File: src/hdl/sph_kernel_table_sampler_defines.svh
// assertion macros used by the sampler back pipeline
`ifndef SPH_KERNEL_TABLE_SAMPLER_DEFINES_SVH
`define SPH_KERNEL_TABLE_SAMPLER_DEFINES_SVH

// same-cycle implication, checked out of reset
`define SKTS_ASSERT_IMPL(label, ante, cons, msg) \
  label: assert property (@(posedge clk) disable iff (rst) (ante) |-> (cons)) \
    else $error(msg);

// next-cycle implication, checked out of reset
`define SKTS_ASSERT_NEXT(label, ante, cons, msg) \
  label: assert property (@(posedge clk) disable iff (rst) (ante) |=> (cons)) \
    else $error(msg);

`endif

File: src/hdl/skts_pkg.sv
package skts_pkg;

  // table geometry
  localparam int TABLE_SAMPLES = 1024;
  localparam int IDX_W         = $clog2(TABLE_SAMPLES);
  localparam int LO_W          = IDX_W + 1;
  localparam int POS_W         = 17 + IDX_W;
  localparam int Q_ONE         = 65536;

  // square root pipeline, one result bit per stage
  localparam int SQRT_STEPS = 32;

  // queue between front and back, power of two
  localparam int FIFO_DEPTH = 4;
  localparam int PTR_W      = $clog2(FIFO_DEPTH);

  typedef enum logic [1:0] {
    CMD_EVAL  = 2'd0,
    CMD_WLOAD = 2'd1,
    CMD_GLOAD = 2'd2,
    CMD_NONE  = 2'd3
  } cmd_t;

  typedef struct packed {
    cmd_t               cmd;
    logic signed [31:0] rx;
    logic signed [31:0] ry;
    logic signed [31:0] rz;
    logic [9:0]         entry_index;
    logic signed [31:0] entry_value;
  } item_t;

endpackage

File: src/hdl/skts_fifo.sv
module skts_fifo import skts_pkg::*; (
  input  logic  clk,
  input  logic  rst,
  input  logic  push_valid,
  output logic  push_ready,
  input  item_t push_data,
  output logic  pop_valid,
  input  logic  pop_ready,
  output item_t pop_data
);

  item_t            mem [FIFO_DEPTH];
  logic [PTR_W-1:0] wp;
  logic [PTR_W-1:0] rp;
  logic [PTR_W:0]   cnt;
  logic             do_push;
  logic             do_pop;

  assign push_ready = cnt != (PTR_W + 1)'(FIFO_DEPTH);
  assign pop_valid  = cnt != '0;
  assign pop_data   = mem[rp];
  assign do_push    = push_valid && push_ready;
  assign do_pop     = pop_valid && pop_ready;

  // pointers and fill count
  always_ff @(posedge clk) begin
    if (rst) begin
      wp  <= '0;
      rp  <= '0;
      cnt <= '0;
    end else begin
      if (do_push) wp <= wp + 1'b1;
      if (do_pop) rp <= rp + 1'b1;
      if (do_push && !do_pop) cnt <= cnt + 1'b1;
      else if (do_pop && !do_push) cnt <= cnt - 1'b1;
    end
  end

  // storage
  always_ff @(posedge clk) begin
    if (do_push) mem[wp] <= push_data;
  end

endmodule

File: config.mk
export PLATFORM = sky130hd
export DESIGN_NAME = skts_fifo
export DESIGN_NICKNAME = d
export VERILOG_FILES = /design/src/hdl/sph_kernel_table_sampler_defines.svh /design/src/hdl/skts_pkg.sv /design/src/hdl/skts_fifo.sv
export SDC_FILE = /design/constraint.sdc
export NUM_CORES = 1
export LEC_CHECK = 0
export BUFFER_PORTS_ARGS = -buffer_cell sky130_fd_sc_hd__clkbuf_2
export CAP_MARGIN = 15
export CORE_MARGIN = 10
export CORE_UTILIZATION = 30
export CTS_CLUSTER_SIZE = 12
export DETAILED_ROUTE_END_ITERATION = 12
export PLACE_DENSITY = 0.59
export SLEW_MARGIN = 5
export SYNTH_ARGS = -nofsm -noshare
export SYNTH_HDL_FRONTEND = slang
export SYNTH_SLANG_ARGS = --single-unit
export TNS_END_PERCENT = 50
File: constraint.sdc
create_clock -name clk -period 4.9 [get_ports clk]
set_input_delay 0.98 -clock clk [delete_from_list [all_inputs] [get_ports clk]]
set_output_delay 0.98 -clock clk [all_outputs]
set_load 0.005 [all_outputs]
==> summary.txt <==
Outcome = complete, no violations
Clock latency on the worst-skew pair = 0.60 ns
Commonest non-fill, non-tap cell in the layout = edfxtp_1
Setup-failing EPs final = 0
Vias = 9,314
Syn Nets = 930
CTS H-tree lvls = 2
Post-DR wirelength/cell = 21.58 um
Total CTS buffers = 61
Layout area overhead = 21.85%
Hold Startpoint = rp[1]
Clock sink count = 569
Antenna violations before repair = 6
DRT iter0 DRCs = 587
HPWL Detailed = 27.15 mm
Gp weighted congestion = 0.6861
Starting density of the core = 0.3017
Reg-to-reg slack, setup = 2.43 ns
Final nets = 1,261
CTS clk-pin slew, worst paths = 0.05 ns
Max-slew headroom at the worst pin = 0.3374
CTS Buffer Depth = 3
Sequential cell area fraction in the yosys report = 0.8228
Final WL = 43.93 mm
Hold Path Cell Cnt = 2
Die width = 282.4 um
Worst slew pin tran = 0.9940 ns
Ant. Diodes = 0
Slowest CP cell = dfxtp_4
Crit path kind = reg2out
Clock Skew = 0.01674 ns
Ports = 286
PwrDens = 525.5 nW/um^2
Setup TNS = 0 ns
Largest net degree at the start of global routing = 77
Drt pass-1 iters = 4
Leak pwr = 8.313 nW
Worst Path Max Fanout = 33
Vias per cell = 4.575
Global-route wire length before repair = 65.24 mm
Most frequent cells in the layout = edfxtp_1 (560), clkbuf_2 (285), mux4_2 (140), clkbuf_16 (61), clkbuf_1 (15)
Clock period minus worst slack = 3.596 ns
Crit path buf inv count = 2
Routed Antenna Nets = 0
Std-Cell Rows = 96
Peak Freq = 278.1 MHz
Die area = 79,750 sq um
CP endpoint kind = output pin
Final core occ = 0.3677
Total GRT Usage = 0.1091
Crit share post-route = 0.7339
Cells after synthesis = 780
Worst-path cell chain = buf_12, mux4_2, clkbuf_2
TritonCTS clock tree = built
Finished Layout Cells = 2,036
Root Driver = clkbuf_16
Library cells used by synthesis = 22
Share of cells above drive strength 1 = 0.4619
Unrepaired setup endpoints after global routing = no
Yosys reg bits = 569
Die height = 282.4 um
Critical Path Stages = 3
Max-Cap Viols = 0
Max VDD drop = 249.1 uV
Largest delay share family, worst path = flip-flops
Fin. Hold Viols = 0
Post-CTS sizing = 0
Post-CTS Setup Bufs = 0
Buffers on Ports = 285
R2R Path Start = cnt[0]
Crit path DAT = 2.62 ns
Mapped Area = 20,660 sq um
Residual DRC = 0
Synth warn = 0
Slew Limit Fails = 0
# placed instances = 1,930
Hold Path Class = reg2reg
Gr ovfl total = 0
Total power = 13.23 mW
Mean Syn Cell Area = 26.48 sq um
CORE AREA = 68,470 sq um
Largest stage delay on the critical path = 0.87 ns
Worst EP required = 3.92 ns
Worst Setup Start Kind = register
Reg2Reg Depth = 4
Vias in the first global route = 10.07k
Hold buffer count at CTS = 0
==> where the power goes <==
| part | internal [mW] | switching [mW] |
|---|---|---|
| sequential | 5.91 | 0.190 |
| combinational | 1.40 | 1.37 |
| clock | 2.57 | 1.79 |
==> cell families after synthesis <==
kind of cell               synth area share
AOI/OAI and AO/OA                  0.001817
buffers and inverters               0.01151
and+or+nand+nor                    0.004058
adders and majority gates          0.003998
muxes                                0.1541
xor gates and xnor gates           0.001696
DFF                                  0.8228
==> worst register-to-register path: cells and delay by family, from the launching register on <==
kind | cells | cell delay [ns]
AOI/OAI and AO/OA | 1 | 0.38
buffers and inverters | 1 | 0.51
DFF | 1 | 0.45
and+or+nand+nor | 2 | 0.77
==> cell type report <==
cell class	instances	area, sq um
multi-input combinational	175	3433
clock inverter	28	300.3
inverter	3	11.26
timing repair buffer	301	1709
sequential	569	17000
tap	882	1104
clock buffer	78	1610
fill	6282	43290
==> worst paths after layout <==
check / end
max: pop_data[73]
min: rp[1]
max reg2reg: mem[2][14]
min reg2reg: rp[1]
==> per-stage QoR <==
step,setup WS [ns],instance area (sq um),hold WS [ns]
after floorplan,-0.1135,20660,0.4820
after global placement,1.832,23260,0.4944
after detailed placement,1.800,23260,0.5179
after CTS,1.130,25170,0.5302
after global routing,1.067,25170,0.5485
final,1.304,25170,0.5275
==> flip-flops by register name, indices dropped and copies added, names as in the netlist, named ones only <==
signal / count
rp: 2
cnt: 3
mem: 560
wp: 2
==> cells in the mapped netlist <==
cell      count  area share
nor2_1        8      0.0015
a21oi_1       1     0.00024
a21boi_2      1     0.00055
buf_6        11      0.0060
nand2_1       1     0.00018
mux4_2      140        0.15
ha_1          5      0.0030
mux2i_1       2     0.00097
buf_2        16      0.0039
nand2b_1      2     0.00061
mux2_2        1     0.00055
inv_1         3     0.00055
xor2_1        4      0.0017
and2_1        4      0.0012
o31ai_1       1     0.00036
o311ai_0      1     0.00042
or3_1         2     0.00061
clkbuf_1      6      0.0011
fa_1          1     0.00097
edfxtp_1    560        0.81
dfxtp_1       9      0.0087
o21ai_0       1     0.00024
==> layer usage <==
metal | global-route usage | share of wire | vias up
li1 | - | - | 4048
met1 | 0.1389 | 0.41 | 4908
met2 | 0.1763 | 0.49 | 277
met3 | 0.03678 | 0.082 | 69
met4 | 0.02905 | 0.019 | 12
met5 | 0 | 0.0019 | -
Power figures use the tool's default switching activity.
