[config.mk]
export PLATFORM = sky130hd
export DESIGN_NAME = skts_front_flat
export DESIGN_NICKNAME = d
export VERILOG_FILES = /design/src/hdl/sph_kernel_table_sampler_defines.svh /design/src/hdl/skts_pkg.sv /design/src/hdl/skts_if.sv /design/src/hdl/skts_front.sv /design/src/flat_wrapper.sv
export SDC_FILE = /design/constraint.sdc
export NUM_CORES = 1
export LEC_CHECK = 0
export ABC_AREA = 1
export BUFFER_PORTS_ARGS = -buffer_cell sky130_fd_sc_hd__buf_2
export CAP_MARGIN = 20
export CORE_AREA = 2 2 111 113
export CTS_CLUSTER_DIAMETER = 40
export DETAILED_ROUTE_END_ITERATION = 6
export DIE_AREA = 0 0 113 115
export PLACE_DENSITY = 0.71
export SYNTH_ARGS = -nofsm -noshare
export SYNTH_HDL_FRONTEND = slang
export SYNTH_SLANG_ARGS = --single-unit
[constraint.sdc]
create_clock -name clk -period 5 [get_ports clk]
set_input_delay 1 -clock clk [delete_from_list [all_inputs] [get_ports clk]]
set_output_delay 1 -clock clk [all_outputs]
set_load 0.05 [all_outputs]
[src/hdl/sph_kernel_table_sampler_defines.svh]
// assertion macros used by the sampler back pipeline
`ifndef SPH_KERNEL_TABLE_SAMPLER_DEFINES_SVH
`define SPH_KERNEL_TABLE_SAMPLER_DEFINES_SVH

// same-cycle implication, checked out of reset
`define SKTS_ASSERT_IMPL(label, ante, cons, msg) \
  label: assert property (@(posedge clk) disable iff (rst) (ante) |-> (cons)) \
    else $error(msg);

// next-cycle implication, checked out of reset
`define SKTS_ASSERT_NEXT(label, ante, cons, msg) \
  label: assert property (@(posedge clk) disable iff (rst) (ante) |=> (cons)) \
    else $error(msg);

`endif

[src/hdl/skts_pkg.sv]
package skts_pkg;

  // table geometry
  localparam int TABLE_SAMPLES = 1024;
  localparam int IDX_W         = $clog2(TABLE_SAMPLES);
  localparam int LO_W          = IDX_W + 1;
  localparam int POS_W         = 17 + IDX_W;
  localparam int Q_ONE         = 65536;

  // square root pipeline, one result bit per stage
  localparam int SQRT_STEPS = 32;

  // queue between front and back, power of two
  localparam int FIFO_DEPTH = 4;
  localparam int PTR_W      = $clog2(FIFO_DEPTH);

  typedef enum logic [1:0] {
    CMD_EVAL  = 2'd0,
    CMD_WLOAD = 2'd1,
    CMD_GLOAD = 2'd2,
    CMD_NONE  = 2'd3
  } cmd_t;

  typedef struct packed {
    cmd_t               cmd;
    logic signed [31:0] rx;
    logic signed [31:0] ry;
    logic signed [31:0] rz;
    logic [9:0]         entry_index;
    logic signed [31:0] entry_value;
  } item_t;

endpackage

[src/hdl/skts_if.sv]
// input item channel
interface skts_item_if;
  logic               valid;
  logic               ready;
  logic [1:0]         cmd;
  logic signed [31:0] rx;
  logic signed [31:0] ry;
  logic signed [31:0] rz;
  logic [9:0]         entry_index;
  logic signed [31:0] entry_value;
  modport source (output valid, cmd, rx, ry, rz, entry_index, entry_value, input ready);
  modport sink (input valid, cmd, rx, ry, rz, entry_index, entry_value, output ready);
endinterface


[src/hdl/skts_front.sv]
module skts_front import skts_pkg::*; (
  input  logic         clk,
  input  logic         rst,
  skts_item_if.sink    items,
  output logic         push_valid,
  input  logic         push_ready,
  output item_t        push_data
);

  logic  fv;
  item_t fit;

  // one holding stage; taken whenever it is empty or drains this cycle
  assign items.ready = !fv || push_ready;
  assign push_valid  = fv;
  assign push_data   = fit;

  // classify: unused commands are dropped at the door
  always_ff @(posedge clk) begin
    if (rst) begin
      fv <= 1'b0;
    end else if (items.ready) begin
      fv <= items.valid && (cmd_t'(items.cmd) != CMD_NONE);
    end
  end

  always_ff @(posedge clk) begin
    if (items.ready) begin
      fit.cmd         <= cmd_t'(items.cmd);
      fit.rx          <= items.rx;
      fit.ry          <= items.ry;
      fit.rz          <= items.rz;
      fit.entry_index <= items.entry_index;
      fit.entry_value <= items.entry_value;
    end
  end

endmodule

[src/flat_wrapper.sv]
// flat-port wrapper written by rule: the top's interface ports become plain ports
module skts_front_flat import skts_pkg::*;
  (clk, rst, push_valid, push_ready, push_data, items_valid, items_cmd, items_rx, items_ry, items_rz, items_entry_index, items_entry_value, items_ready);
  skts_item_if items_i ();
  input  logic clk;
  input  logic rst;
  output logic push_valid;
  input  logic push_ready;
  output item_t push_data;
  input wire logic [$bits(items_i.valid)-1:0] items_valid;
  input wire logic [$bits(items_i.cmd)-1:0] items_cmd;
  input wire logic [$bits(items_i.rx)-1:0] items_rx;
  input wire logic [$bits(items_i.ry)-1:0] items_ry;
  input wire logic [$bits(items_i.rz)-1:0] items_rz;
  input wire logic [$bits(items_i.entry_index)-1:0] items_entry_index;
  input wire logic [$bits(items_i.entry_value)-1:0] items_entry_value;
  output wire logic [$bits(items_i.ready)-1:0] items_ready;
  assign items_i.valid = items_valid;
  assign items_i.cmd = items_cmd;
  assign items_i.rx = items_rx;
  assign items_i.ry = items_ry;
  assign items_i.rz = items_rz;
  assign items_i.entry_index = items_entry_index;
  assign items_i.entry_value = items_entry_value;
  assign items_ready = items_i.ready;
  skts_front u_core (.clk(clk), .rst(rst), .items(items_i), .push_valid(push_valid), .push_ready(push_ready), .push_data(push_data));
endmodule
==> qor.yml <==
logic_synthesis:
  synthTopCellsByArea: "edfxtp_1, dfxtp_1, a21oi_2"
  yosysWarnings: 0
  synth.top_cell.area_share: 0.989
  ys_ff_latch: 141
  syn_area_per_cell_um2: 29.1
  synthesis.area_mm2: 0.00425
  yosysSeqAreaShare: 0.994
  synth_cells: 146
  synth.largest_area_cell: "edfxtp_1"
  synth_nets: 290
  ys_types: 6
clock_tree:
  clock-root-buffer: "clkbuf_16"
  clock-sinks: 141
  post_cts_buffers: 0
  cts-buffers-inserted: 17
  clkTransAtPathRegs_ps: 50
  clk_latency_ps: 400
  postCtsHoldBufs: 0
  post_cts_resized: 0
  cts_tree: "yes"
  clockBufferDepth: 2
  htreeDepth: 4
worst_hold_path:
  min-delay-start: "rst"
  min_path_cells: 2
  hp-class: "input port to flip-flop"
  min_to: "u_core.push_valid"
setup_path:
  critPathLaunch: "push_ready"
  start_kind: "input port"
  end_kind: "primary output"
  arrival_ps: 1950
  r2r_end: "u_core.push_data[4]"
  cp_max_fo: 74
  required_ps: 4000
  r2r_slack_ps: 3020
  rr_worst_depth: 2
  worstSetupPathType: "input port to primary output"
  rr_startpoint: "u_core.push_valid"
layout:
  areaGrowthSynthToFinish_pct: 49.9
  layout.nets: 595
  final_common_cell: "buf_2"
  num-fill-cells: 955
  post-route-cell-area_mm2: 0.00637
  antenna_cells: 0
  final_layout_size_suffix_gt1_frac: 0.673
  final_cell_mix: "buf_2, edfxtp_1, clkbuf_16, clkbuf_1"
global_route:
  antenna_found_initial: 0
  grt_start_max_net_pins: 75
  grt_overflow: 0
  grt_pass1_vias: 2603
  track_usage: 0.137
  grt_pass1_wl_um: 12900
die:
  dieHeight_um: 115
  num_rows: 40
  floorplan.initialDensity: 0.360
  die-area_mm2: 0.0130
  top_level_ports: 286
  core_mm2: 0.0118
  die_w_um: 113
sta:
  clock.fmax_ghz: 0.339
  worstMarginPinSlew_ps: 838
  hold_ws_ps: 758
  finClkSkew_ps: 5.42
  maxSlewHeadroom: 0.441
  timing.setup.tns_ps: 0
  finalCritPeriodShare: 0.590
  fin_crit_ps: 2950
  hold_viol: 0
  timing.final.ws_setup_ps: 2050
  slew_viol_final: 0
  rsz0062_at_grt: "no"
  setup_viol: 0
route:
  routed_via_density: 4.24
  ant_nets: 0
  wl_um: 9310
  routedWlPerCell_um: 15.3
  via_count: 2581
  drc: 15
  drt_pre_antenna_iters: 7
  detail_route.iter0.violations: 162
power_and_ir_drop:
  powerDensity_mw_per_mm2: 453
  p_leak_nw: 2.84
  ir_worst_vdd_mv: 0.257
run_status:
  violations: "DRC"
  status: "finished, violations left"
job:
  drv_cap: 0
placed_design:
  routabilityCongestion: 0.725
  numPortBuffers: 285
  dp_slack_ps: 2040
  placed_cell_area_mm2: 0.00588
report_power, final:
group          internal, mW  switching [mW]
Sequential             1.39          0.0205
Combinational        0.0917           0.347
Clock                 0.619           0.419
Total                  2.10           0.787
flip-flops by register name, indices dropped and copies added, names as in the netlist:
register           flops
u_core.push_data     140
u_core.push_valid      1
through the flow:
stage / utilization / total power [mW] / instances
global placement: 0.498 / 1.87 / 579
floorplan: - / 1.74 / 146
finish: 0.540 / 2.89 / 609
global route: 0.540 / 2.99 / 609
CTS: 0.540 / 2.92 / 609
detailed placement: 0.498 / 1.88 / 579
area by class of cell:
type,count,area (µm²),share of cell area
clock inverter,9,50.0,0.00785
sequential,141,4220,0.663
tap,147,184,0.0289
multi-input combinational,4,36.3,0.00569
inverter,1,3.75,0.000589
clock buffer,21,440,0.0691
timing repair buffer,286,1430,0.225
metal layers:
metal / vias to the layer above / routed length, µm / GRT usage
li1: 1200 / - / -
met1: 1187 / 3270 / 0.144
met2: 179 / 4780 / 0.225
met3: 15 / 1090 / 0.0680
met4: 0 / 171 / 0.0780
met5: - / 0 / 0
worst max-delay path by stage:
| stage | endpoint | slack (ps) |
|---|---|---|
| global placement | items_ready | 2070 |
| floorplan | items_ready | 1110 |
| detailed placement | items_ready | 2040 |
| CTS | items_ready | 2030 |
| global route | items_ready | 2000 |
| finish | items_ready | 2050 |
cell families (layout without fill, tap and decap cells):
group | Yosys count | count (layout) | share of synthesized area
flip-flops | 141 | 141 | 0.994
AO/OA/AOI/OAI | 1 | 1 | 0.00206
buffers and inverters | 1 | 317 | 0.000882
AND/OR/NAND/NOR | 3 | 3 | 0.00324
critical path, cell delays in order:
cell and delay [ps]:
buf_2 70, inv_1 80, nand2_8 410, buf_2 370
synth_stat cells:
cell type	number
dfxtp_1	1
edfxtp_1	140
a21oi_2	1
inv_1	1
nand2_1	2
nand2_2	1
Note: power is estimated with default switching activity, not from simulation.
